<file path="src/rtl/rrtd_pkg.sv">
`timescale 1ns / 1ps
package rrtd_pkg;

  typedef enum logic [2:0] {
    ACT_ADD     = 3'd0,
    ACT_TICK    = 3'd1,
    ACT_YIELD   = 3'd2,
    ACT_FORBID  = 3'd3,
    ACT_PERMIT  = 3'd4,
    ACT_DISABLE = 3'd5,
    ACT_ENABLE  = 3'd6
  } action_e;

  localparam int unsigned TaskIds = 16;
  localparam logic signed [7:0] NestMax = 8'sd127;
  localparam logic signed [7:0] NestMin = -8'sd128;
  localparam logic signed [7:0] NestIdle = -8'sd1;

  typedef struct packed {
    logic [2:0]        action;
    logic [3:0]        task_id;
    logic signed [7:0] priority_req;
  } item_t;

  typedef struct packed {
    logic [3:0] running_task;
    logic       switched;
    logic       switch_pending;
    logic       tick_pending;
    logic       queue_full;
    logic [4:0] ready_count;
  } result_t;

  typedef struct packed {
    logic [3:0]        task_id;
    logic signed [7:0] prio;
  } q_ent_t;

  typedef struct packed {
    logic signed [7:0] forbid;
    logic signed [7:0] dis;
  } nest_t;

  function automatic logic signed [7:0] sat_inc(input logic signed [7:0] v);
    return (v == NestMax) ? v : v + 8'sd1;
  endfunction

  function automatic logic signed [7:0] sat_dec(input logic signed [7:0] v);
    return (v == NestMin) ? v : v - 8'sd1;
  endfunction

endpackage

</file>
<file path="src/rtl/rrtd_queue_ram.sv">
`timescale 1ns / 1ps
module rrtd_queue_ram #(
  parameter int unsigned DEPTH = 16,
  parameter int unsigned AW    = 4
) (
  input  logic                clk_i,
  input  logic                we_i,
  input  logic [AW-1:0]       waddr_i,
  input  rrtd_pkg::q_ent_t    wdata_i,
  input  logic [AW-1:0]       raddr_i,
  output rrtd_pkg::q_ent_t    rdata_o
);
  import rrtd_pkg::*;

  q_ent_t mem [DEPTH];
  q_ent_t rdata_q;

  always_ff @(posedge clk_i) begin
    if (we_i) begin
      mem[waddr_i] <= wdata_i;
    end
    rdata_q <= mem[raddr_i];
  end

  assign rdata_o = rdata_q;

endmodule

</file>
<file path="src/rtl/rrtd_nest_ram.sv">
`timescale 1ns / 1ps
module rrtd_nest_ram (
  input  logic           clk_i,
  input  logic           rst_ni,
  input  logic           we_i,
  input  logic [3:0]     waddr_i,
  input  rrtd_pkg::nest_t wdata_i,
  input  logic [3:0]     raddr_i,
  output rrtd_pkg::nest_t rdata_o
);
  import rrtd_pkg::*;

  nest_t             mem [TaskIds];
  logic [TaskIds-1:0] valid_q;
  nest_t             rdata_q;
  logic              rvalid_q;

  always_ff @(posedge clk_i or negedge rst_ni) begin
    if (!rst_ni) begin
      valid_q  <= '0;
      rvalid_q <= 1'b0;
    end else begin
      if (we_i) begin
        valid_q[waddr_i] <= 1'b1;
      end
      rvalid_q <= valid_q[raddr_i] || (we_i && waddr_i == raddr_i);
    end
  end

  // write-first: a read of the entry being written returns the new value
  always_ff @(posedge clk_i) begin
    if (we_i) begin
      mem[waddr_i] <= wdata_i;
    end
    if (we_i && waddr_i == raddr_i) begin
      rdata_q <= wdata_i;
    end else begin
      rdata_q <= mem[raddr_i];
    end
  end

  // never-saved tasks read as released counters
  assign rdata_o = rvalid_q ? rdata_q : nest_t'{forbid: NestIdle, dis: NestIdle};

endmodule

</file>
<file path="src/rtl/round_robin_task_dispatcher.sv">
`timescale 1ns / 1ps
// Task dispatcher with a priority-ordered ready queue and forbid/disable nesting.
// Command channel: a command (action, task_id, priority_req) transfers at a
// rising edge with start high and busy low. One result per command is shown on
// result_o for exactly one cycle with done_o high; the receiver cannot stall it,
// and the next command may transfer in that same cycle.
// Command timing: forbid, disable, an add to a full queue, and tick, yield,
//   permit or enable without a switch: result in the cycle after the
//   transfer, busy stays low, one command per cycle.
//   dispatch (tick, yield, permit or enable that switches): busy through the
//   queue read, then the nest counter memory read-modify-write.
//   add_task: busy for a read and a compare per entry up to the insert point,
//   a read and a write per entry moved toward the tail, then the insert write,
//   set by the single read and write port of the queue.
// Reset clears the queue length, counters and flags at once; the queue memory
// needs no clearing and per-task saved counters read as released until written.
module round_robin_task_dispatcher #(
  parameter int unsigned MAX_TASKS = 16
) (
  input  logic              clk_i,
  input  logic              rst_ni,
  input  logic              start,
  output logic              busy,
  input  rrtd_pkg::item_t   item_i,
  output logic              done_o,
  output rrtd_pkg::result_t result_o
);
  import rrtd_pkg::*;

  localparam int unsigned QW = (MAX_TASKS > 1) ? $clog2(MAX_TASKS) : 1;
  localparam int unsigned LW = $clog2(MAX_TASKS + 1);
  localparam logic [QW:0]   MaxQ = (QW+1)'(MAX_TASKS);
  localparam logic [LW-1:0] MaxL = LW'(MAX_TASKS);

  localparam logic [2:0] S_IDLE     = 3'd0;
  localparam logic [2:0] S_DISP     = 3'd1;
  localparam logic [2:0] S_NLD      = 3'd2;
  localparam logic [2:0] S_SCAN_RD  = 3'd3;
  localparam logic [2:0] S_SCAN_CMP = 3'd4;
  localparam logic [2:0] S_SH_RD    = 3'd5;
  localparam logic [2:0] S_SH_WR    = 3'd6;

  logic [2:0]        state_q, state_d;
  logic [LW-1:0]     len_q, len_d;
  logic [QW-1:0]     head_q, head_d;
  logic [LW-1:0]     idx_q, idx_d;
  logic [LW-1:0]     pos_q, pos_d;
  logic signed [7:0] forbid_q, forbid_d;
  logic signed [7:0] disable_q, disable_d;
  logic              sar_q, sar_d;
  logic              held_q, held_d;
  logic [3:0]        cur_q, cur_d;
  logic              run_q, run_d;
  logic signed [7:0] cprio_q, cprio_d;
  logic [3:0]        id_q, id_d;
  logic signed [7:0] prio_q, prio_d;
  logic              done_q, done_d;
  result_t           res_q, res_d;

  logic          q_we;
  logic [QW-1:0] q_waddr, q_raddr;
  q_ent_t        q_wdata, q_rdata;
  logic          n_we;
  logic [3:0]    n_waddr, n_raddr;
  nest_t         n_wdata, n_rdata;

  logic              accept, fin, sw, full, hnd;
  logic signed [7:0] hf, nest_new;

  // logical queue position to memory address in the circular buffer
  function automatic logic [QW-1:0] phys(input logic [QW-1:0] h, input logic [LW-1:0] l);
    logic [QW:0] s;
    s = {1'b0, h} + (QW+1)'(l);
    if (s >= MaxQ) begin
      s = s - MaxQ;
    end
    return s[QW-1:0];
  endfunction

  rrtd_queue_ram #(.DEPTH(MAX_TASKS), .AW(QW)) u_queue (
    .clk_i   (clk_i),
    .we_i    (q_we),
    .waddr_i (q_waddr),
    .wdata_i (q_wdata),
    .raddr_i (q_raddr),
    .rdata_o (q_rdata)
  );

  rrtd_nest_ram u_nest (
    .clk_i   (clk_i),
    .rst_ni  (rst_ni),
    .we_i    (n_we),
    .waddr_i (n_waddr),
    .wdata_i (n_wdata),
    .raddr_i (n_raddr),
    .rdata_o (n_rdata)
  );

  assign accept = start && !busy;

  always_comb begin
    state_d   = state_q;
    len_d     = len_q;
    head_d    = head_q;
    idx_d     = idx_q;
    pos_d     = pos_q;
    forbid_d  = forbid_q;
    disable_d = disable_q;
    sar_d     = sar_q;
    held_d    = held_q;
    cur_d     = cur_q;
    run_d     = run_q;
    cprio_d   = cprio_q;
    id_d      = id_q;
    prio_d    = prio_q;
    res_d     = res_q;
    q_we      = 1'b0;
    q_waddr   = phys(head_q, len_q);
    q_wdata   = q_ent_t'{task_id: cur_q, prio: cprio_q};
    q_raddr   = head_q;
    n_we      = 1'b0;
    n_waddr   = cur_q;
    n_wdata   = nest_t'{forbid: forbid_q, dis: disable_q};
    n_raddr   = q_rdata.task_id;
    fin       = 1'b0;
    sw        = 1'b0;
    full      = 1'b0;
    hnd       = 1'b0;
    hf        = forbid_q;
    nest_new  = '0;

    case (state_q)
      S_IDLE: begin
        if (accept) begin
          id_d   = item_i.task_id;
          prio_d = item_i.priority_req;
          fin    = 1'b1;
          case (item_i.action)
            ACT_ADD: begin
              if (len_q >= MaxL) begin
                full = 1'b1;
              end else begin
                fin     = 1'b0;
                n_we    = 1'b1;
                n_waddr = item_i.task_id;
                n_wdata = nest_t'{forbid: NestIdle, dis: NestIdle};
                if (len_q == '0) begin
                  idx_d   = '0;
                  pos_d   = '0;
                  state_d = S_SH_RD;
                end else begin
                  idx_d   = '0;
                  state_d = S_SCAN_RD;
                end
              end
            end
            ACT_TICK: begin
              if (!disable_q[7]) begin
                held_d = 1'b1;
              end else begin
                hnd = 1'b1;
              end
            end
            ACT_YIELD: begin
              run_d  = 1'b0;
              held_d = 1'b0;
              hnd    = 1'b1;
            end
            ACT_FORBID: begin
              forbid_d = sat_inc(forbid_q);
            end
            ACT_PERMIT: begin
              nest_new = sat_dec(forbid_q);
              forbid_d = nest_new;
              hf       = nest_new;
              if (nest_new[7] && disable_q[7] && sar_q) begin
                sar_d = 1'b0;
                hnd   = !run_q;
              end
            end
            ACT_DISABLE: begin
              disable_d = sat_inc(disable_q);
            end
            ACT_ENABLE: begin
              nest_new  = sat_dec(disable_q);
              disable_d = nest_new;
              if (nest_new[7] && held_q) begin
                held_d = 1'b0;
                hnd    = 1'b1;
              end
            end
            default: ;
          endcase
          // tick handler: switch now or leave a pending request
          if (hnd) begin
            if (!hf[7]) begin
              sar_d = 1'b1;
            end else if (len_q != '0) begin
              fin     = 1'b0;
              state_d = S_DISP;
            end
          end
        end
      end
      S_DISP: begin
        // head entry is on q_rdata; old task goes to the tail
        q_we    = 1'b1;
        q_waddr = phys(head_q, len_q);
        n_we    = 1'b1;
        n_raddr = q_rdata.task_id;
        cur_d   = q_rdata.task_id;
        cprio_d = q_rdata.prio;
        run_d   = 1'b1;
        head_d  = (head_q == QW'(MAX_TASKS - 1)) ? '0 : head_q + 1'b1;
        state_d = S_NLD;
      end
      S_NLD: begin
        forbid_d  = n_rdata.forbid;
        disable_d = n_rdata.dis;
        sw        = 1'b1;
        fin       = 1'b1;
        state_d   = S_IDLE;
      end
      S_SCAN_RD: begin
        q_raddr = phys(head_q, idx_q);
        state_d = S_SCAN_CMP;
      end
      S_SCAN_CMP: begin
        if (prio_q > q_rdata.prio) begin
          pos_d   = idx_q;
          idx_d   = len_q;
          state_d = S_SH_RD;
        end else if (idx_q + 1'b1 == len_q) begin
          pos_d   = len_q;
          idx_d   = len_q;
          state_d = S_SH_RD;
        end else begin
          idx_d   = idx_q + 1'b1;
          state_d = S_SCAN_RD;
        end
      end
      S_SH_RD: begin
        if (idx_q == pos_q) begin
          q_we    = 1'b1;
          q_waddr = phys(head_q, idx_q);
          q_wdata = q_ent_t'{task_id: id_q, prio: prio_q};
          len_d   = len_q + 1'b1;
          fin     = 1'b1;
          state_d = S_IDLE;
        end else begin
          q_raddr = phys(head_q, idx_q - 1'b1);
          state_d = S_SH_WR;
        end
      end
      S_SH_WR: begin
        q_we    = 1'b1;
        q_waddr = phys(head_q, idx_q);
        q_wdata = q_rdata;
        idx_d   = idx_q - 1'b1;
        state_d = S_SH_RD;
      end
      default: begin
        state_d = S_IDLE;
      end
    endcase

    done_d = fin;
    if (fin) begin
      res_d.running_task   = cur_d;
      res_d.switched       = sw;
      res_d.switch_pending = sar_d;
      res_d.tick_pending   = held_d;
      res_d.queue_full     = full;
      res_d.ready_count    = 5'(len_d);
    end
  end

  always_ff @(posedge clk_i or negedge rst_ni) begin
    if (!rst_ni) begin
      state_q   <= S_IDLE;
      len_q     <= '0;
      head_q    <= '0;
      idx_q     <= '0;
      pos_q     <= '0;
      forbid_q  <= '0;
      disable_q <= '0;
      sar_q     <= 1'b0;
      held_q    <= 1'b0;
      cur_q     <= '0;
      run_q     <= 1'b0;
      cprio_q   <= '0;
      done_q    <= 1'b0;
    end else begin
      state_q   <= state_d;
      len_q     <= len_d;
      head_q    <= head_d;
      idx_q     <= idx_d;
      pos_q     <= pos_d;
      forbid_q  <= forbid_d;
      disable_q <= disable_d;
      sar_q     <= sar_d;
      held_q    <= held_d;
      cur_q     <= cur_d;
      run_q     <= run_d;
      cprio_q   <= cprio_d;
      done_q    <= done_d;
    end
  end

  always_ff @(posedge clk_i) begin
    id_q   <= id_d;
    prio_q <= prio_d;
    res_q  <= res_d;
  end

  assign busy     = (state_q != S_IDLE);
  assign done_o   = done_q;
  assign result_o = res_q;

endmodule

</file>
<file path="config.mk">
export PLATFORM = sky130hd
export DESIGN_NAME = round_robin_task_dispatcher
export DESIGN_NICKNAME = d
export VERILOG_FILES = /design/src/rtl/rrtd_pkg.sv /design/src/rtl/rrtd_queue_ram.sv /design/src/rtl/rrtd_nest_ram.sv /design/src/rtl/round_robin_task_dispatcher.sv
export SDC_FILE = /design/constraint.sdc
export NUM_CORES = 1
export LEC_CHECK = 0
export BUFFER_PORTS_ARGS = -buffer_cell sky130_fd_sc_hd__buf_2
export CORE_UTILIZATION = 42
export DETAILED_ROUTE_END_ITERATION = 6
export GPL_TIMING_DRIVEN = 0
export SLEW_MARGIN = 20
export SYNTH_ARGS = -nofsm -noshare
export SYNTH_HDL_FRONTEND = slang
export SYNTH_SLANG_ARGS = --single-unit
</file>
<file path="constraint.sdc">
create_clock -name clk_i -period 4.35 [get_ports clk_i]
set_input_delay 1.0875 -clock clk_i [delete_from_list [all_inputs] [get_ports clk_i]]
set_output_delay 1.0875 -clock clk_i [all_outputs]
set_load 0.05 [all_outputs]
</file>
**Word-level counts from Yosys, hierarchy flattened**

Memory sizes are Yosys's and may differ from the RTL's. A register that Yosys moved wholly into a read port is not among the register bits.
Cells that the tools add are included.

- Register bits: 96
- RAM bits: 448
- Input port bits: 18
- Word-level logic and storage cells: 208
- Memories kept: 2

Memories:

| memory | words | width | rd ports | clocked after memory_dff | wr ports | RTL line | text |
|---|---|---|---|---|---|---|---|
| u_nest.mem | 16 | 16 | 1 | 1 | 1 | rrtd_nest_ram.sv:13 | `nest_t mem [TaskIds];` |
| u_queue.mem | 16 | 12 | 1 | 1 | 1 | rrtd_queue_ram.sv:15 | `q_ent_t mem [DEPTH];` |

- Add/sub/neg operators: 14
- Order comparisons: 8
- Eq/ne operators: 31
- Muxes and demuxes: 101
- Bitwise operators: 1
- Reductions and logical operators: 27

Operators by type and width:

| kind | count |
|---|---|
| $mux 16 | 5 |
| $mux 8 | 9 |
| $mux 5 | 13 |
| $pmux 8 s2 | 4 |
| $mux 4 | 11 |
| $mux 1 | 34 |
| $eq 8x8->1 const B | 4 |
| $mux 3 | 10 |
| $pmux 12 s2 | 1 |
| $ge 5x5->1 const B | 4 |
| $eq 3x3->1 const B | 6 |
| $pmux 3 s6 | 1 |
| $add 8x2->8 const B | 2 |
| $or 16x16->16 | 1 |
| $pmux 4 s2 | 2 |
| $sub 8x2->8 const B | 2 |
| $add 4x5->5 | 3 |
| $pmux 5 s3 | 1 |
| $eq 3x2->1 const B | 4 |
| $mux 12 | 1 |
| $ne 3x3->1 const B | 4 |
| $reduce_and 4->1 | 3 |
| $sub 4x1->4 const B | 3 |
| $add 5x1->5 const B | 2 |
| 31 further kinds | 52 |

**Depth between registers and ports, before layout**

- Depth in word-level cells: 11
- Depth in mapped cells: 14

**Hierarchy**

A second synthesis with hierarchy kept.

- Cell total of the unflattened synthesis: 1418
- Area, all modules: 23606.4 µm²

By module, submodules not included:

| module | times used | cells an instance | area an instance (µm²) | sequential area each (µm²) |
|---|---|---|---|---|
| rrtd_nest_ram | 1 | 475 | 10541.4 | 8192.9 |
| rrtd_queue_ram | 1 | 329 | 7599.8 | 6005.8 |
| round_robin_task_dispatcher | 1 | 614 | 5465.2 | 2102.0 |

**Worst setup path before layout**

Ideal clock, no wire load.

- Path type: input -> register
- From: input port item_i[14] (netlist bit)
- To: memory u_nest.mem[10][0] (netlist bit) (enable)
- Setup time: 0.389 ns
- Arrival time: 3.144 ns
- Required time: 3.961 ns
- Path slack: 0.816 ns
- Cell stages on the path: 7
- Buffers on the path: 1
- Path through: buf_2 nor4_4 and3_1 nand2_1 a21boi_2 o32a_1 nor2_1

- Word-level cells in the longest chain between the ends: 6

RTL lines:

| item | RTL line | text |
|---|---|---|
| start, declared | round_robin_task_dispatcher.sv:24 | `input rrtd_pkg::item_t item_i,` |
| $logic_not 3->1 (*) | round_robin_task_dispatcher.sv:138 | `case (item_i.action)` |
| $mux 1 | round_robin_task_dispatcher.sv:138 |  |
| $mux 1 | round_robin_task_dispatcher.sv:134 | `if (accept) begin` |
| $pmux 1 s2 | round_robin_task_dispatcher.sv:132 | `case (state_q)` |
| $mux 1 | rrtd_nest_ram.sv:32 | `if (we_i) begin` |
| $mux 1 (implied by the code) | rrtd_nest_ram.sv:33 | `mem[waddr_i] <= wdata_i;` |
| end, declared | rrtd_nest_ram.sv:13 |  |

Mark *: on every way between the ends. The rest lies on a longest branch, timed or not.

**Final worst setup path**

- From: register state_q[1]
- To: register u_nest.valid_q[5]

- Word-level cells in the longest chain between the ends: 10

RTL lines:

| item | RTL line | text |
|---|---|---|
| start, declared | round_robin_task_dispatcher.sv:43 | `logic [2:0] state_q, state_d;` |
| start signal, assigned | round_robin_task_dispatcher.sv:294 | `state_q <= state_d;` |
| $reduce_bool 3->1 | round_robin_task_dispatcher.sv:316 | `assign busy = (state_q != S_IDLE);` |
| $logic_not 1->1 | round_robin_task_dispatcher.sv:99 | `assign accept = start && !busy;` |
| $logic_and 1x1->1 | round_robin_task_dispatcher.sv:99 |  |
| $mux 4 | round_robin_task_dispatcher.sv:134 |  |
| $mux 4 | round_robin_task_dispatcher.sv:132 |  |
| $lt 4x5->1 (implied by the code) / $ge 4x1->1 (equally long branches) | rrtd_nest_ram.sv:24 | `valid_q[waddr_i] <= 1'b1;` |
| $logic_and 1x1->1 (implied by the code) | rrtd_nest_ram.sv:24 |  |
| $mux 1 (implied by the code) | rrtd_nest_ram.sv:24 |  |
| $demux 1 s4 | - |  |
| $or 16x16->16 (no source line) | - |  |
| end signal, assigned | rrtd_nest_ram.sv:20 | `valid_q <= '0;` |
| end signal, assigned by index | rrtd_nest_ram.sv:24 |  |
| end, declared | rrtd_nest_ram.sv:14 | `logic [TaskIds-1:0] valid_q;` |

Parallel ways exist; a longest one is shown, timed or not.
A chain may end at the register's enable or synchronous reset.

==> results.sh <==
export IMPL_outcome="completed"
export IMPL_grt_pass1_wl_um=85700
export IMPL_routed_via_density=5.57
export IMPL_min_period_ns=3.79
export IMPL_design_area_mm2=0.0276
export IMPL_cp_start_kind="flip-flop"
export IMPL_hold_path_class="in2async"
export IMPL_async_reset_ff_share_pct=12.7
export IMPL_layout_setup_ws_ns=0.563
export IMPL_hold_slack_ns=0.360
export IMPL_wl_per_cell_um=23.4
export IMPL_cts_resized_gates=0
export IMPL_worstSetupPathType="reg2reg"
export IMPL_clkSinkCount=560
export IMPL_place_ws_ns=0.364
export IMPL_start_util_pct=42.7
export IMPL_dieHeight_um=242
export IMPL_top_level_ports=33
export IMPL_ys_types=82
export IMPL_worstMarginPinSlew_ns=1.15
export IMPL_io_buffer_count=29
export IMPL_ys_ff_latch=560
export IMPL_cp_max_fo=17
export IMPL_root_buffer="clkbuf_16"
export IMPL_drive_gt1_share_pct=19.8
export IMPL_area_growth_pct=14.3
export IMPL_powerDensity_mw_per_mm2=728
export IMPL_ys_warn_count=0
export IMPL_end_kind="flip-flop"
export IMPL_critPathLaunch="state_q[1]"
export IMPL_hold_viol=0
export IMPL_via_count=13400
export IMPL_ys_flop_type="edfxtp_1"
export IMPL_final_util_pct=48.8
export IMPL_core_region_area_mm2=0.0566
export IMPL_p_leak_uw=0.00999
export IMPL_placedInstanceArea_mm2=0.0257
export IMPL_die_area_mm2=0.0585
export IMPL_skew_ns=0.0498
export IMPL_antenna_found_initial=3
export IMPL_synth_nets=1552
export IMPL_firstDrtPassIters=5
export IMPL_rsz0062_at_grt="no"
export IMPL_synth_top_area_cell="edfxtp_1"
export IMPL_rrSetupSlack_ns=0.56
export IMPL_path_buf_inv=3
export IMPL_crit_required_ns=4.82
export IMPL_crit_end="u_nest.valid_q[5]"
export IMPL_place_hpwl_um=37500
export IMPL_grtUsageTotal_pct=19.5
export IMPL_clkLatencyLatePin_ns=0.63
export IMPL_crit_cells=9
export IMPL_cpLargestDelayFamily="simple AND/OR/NAND/NOR gates"
export IMPL_fmax_mhz=264
export IMPL_ys_seq_area_share_pct=67.4
export IMPL_max_stage_delay_ns=0.91
export IMPL_post_cts_setup_buffers=0
export IMPL_cts_buffers=58
export IMPL_critical_path_slowest_cell="a31oi_1"
export IMPL_ant_nets=0
export IMPL_setup_violations_final=0
export IMPL_first_global_vias=13500
export IMPL_drt_iter0_markers=1128
export IMPL_diodes=0
export IMPL_totalWireLength_um=56500
export IMPL_syn_area_mm2=0.0242
export IMPL_rows=87
export IMPL_crit_chain="buf_2, nor3_2, nand2_1, inv_2, nand2_1, clkbuf_1, a31oi_1, nor2_4, or2_1"
export IMPL_dp_cells=2300
export IMPL_netlist_instances=1505
export IMPL_final_nets=1651
export IMPL_htreeDepth=2
export IMPL_path_clk_slew_ns=0.06
export IMPL_synth_edff_count=473
export IMPL_die_x_um=242
export IMPL_drc=0
export IMPL_ir_worst_vdd_mv=0.372
export IMPL_grt_overflow=0
export IMPL_cts_buffer_depth=3
export IMPL_avgSynthCellArea_um2=16.1
export IMPL_period_share_pct=87.1
export IMPL_cts_hold_buf=0
export IMPL_stdcell_count=2409
export IMPL_rr_startpoint="state_q[1]"
export IMPL_relSlewSlack_pct=22.7
export IMPL_rr_endpoint="u_nest.valid_q[5]"
export IMPL_cp_common_cell="nand2_1"
export IMPL_slew_viol_final=0
export IMPL_gp_congestion=0.871
export IMPL_yosysTopAreaCellShare_pct=58.8
export IMPL_synth_area_leaders="edfxtp_1, mux2i_1, mux4_2"
export IMPL_cts_tree="done"
export IMPL_worst_ep_arrival_time_ns=4.26
export IMPL_worstRegToRegCells=9
export IMPL_grt_max_degree=49
export IMPL_maxCapViolations=0
==> worst min-delay path by stage <==
stage | cells past startpoint | startpoint | end | slack, ns
after global placement | 0 | u_queue.rdata_o[9] | flip-flop | 0.36
after global routing | 1 | rst_ni | idx_q[2] | 0.36
after detailed placement | 0 | u_queue.rdata_o[9] | flip-flop | 0.35
final | 1 | rst_ni | idx_q[2] | 0.36
after CTS | 1 | rst_ni | pos_q[1] | 0.35
after floorplan | 0 | u_queue.rdata_o[8] | flip-flop | 0.33
==> cells by family after synthesis <==
kind of cell / share of synthesized area, %
AO/OA/AOI/OAI: 5.03
XOR/XNOR: 1.40
adder cells (fa/ha/maj): 1.59
buffers and inverters: 2.58
flip-flops: 67.4
multiplexers: 16.0
AND/OR/NAND/NOR: 5.98
==> flip-flops by register name (all words and copies together), names as in the netlist, 2 cells and up, named ones only <==
signal	cells
disable_q	8
u_nest.valid_q	16
cprio_q	8
state_q	3
cur_q	4
u_queue.rdata_o	12
u_nest.mem	256
forbid_q	2
prio_q	8
len_q	5
idx_q	5
head_q	4
pos_q	5
id_q	4
u_queue.mem	192
result_o	13
==> per-layer routing <==
layer  GRT usage [%]  share of wire (%)  vias up  wire length (um)
li1                -                  -     6042                 -
met1            28.6                 46     6921             26200
met2            30.4                 46      363             26200
met3            3.12                5.1       80              2890
met4            4.88                2.0        4              1150
met5               0              0.048        -                27
==> cells in the mapped netlist, drive strengths merged, types with 13 or more instances <==
master / instances
a21oi: 34
a22oi: 17
a31oi: 13
buf: 51
clkbuf: 27
dfrtp: 71
dfxtp: 16
edfxtp: 473
ha: 26
inv: 44
mux2i: 192
mux4: 85
nand2: 109
nand3: 18
nor2: 74
nor3: 23
o21ai: 47
or2: 25
xnor2: 24
==> cell usage in the layout (no fill, tap or decap), types with 33 or more instances in the layout <==
cell type / Yosys / routed
buf_2: 29 / 57
clkbuf_1: 27 / 40
edfxtp_1: 473 / 473
inv_1: 43 / 43
nand2_1: 109 / 109
nor2_1: 73 / 41
mux4_2: 85 / 85
o21ai_0: 35 / 33
clkbuf_16: 0 / 58
dfrtp_1: 71 / 71
mux2i_1: 192 / 192
a21oi_1: 34 / 34
==> area by class of cell <==
type | instances | area (um^2)
timing repair buffer | 39 | 369
buffer | 78 | 460
clock buffer | 81 | 1640
fill | 4731 | 29000
clock inverter | 28 | 324
inverter | 44 | 165
tap | 756 | 946
multi-input combinational | 823 | 7420
sequential | 560 | 16300
==> per-stage QoR <==
step                total power [uW]  setup TNS [ns]
finish                         20100               0
global route                   21100               0
CTS                            20200               0
detailed placement             15200               0
global placement               14900          -83.27
floorplan                      12800               0
==> power breakdown <==
part | switching (uW) | internal, uW
clock | 2100 | 2940
combinational | 4620 | 2910
sequential | 402 | 7150
total | 7120 | 13000
No activity file was read; power rests on OpenSTA's default activity.
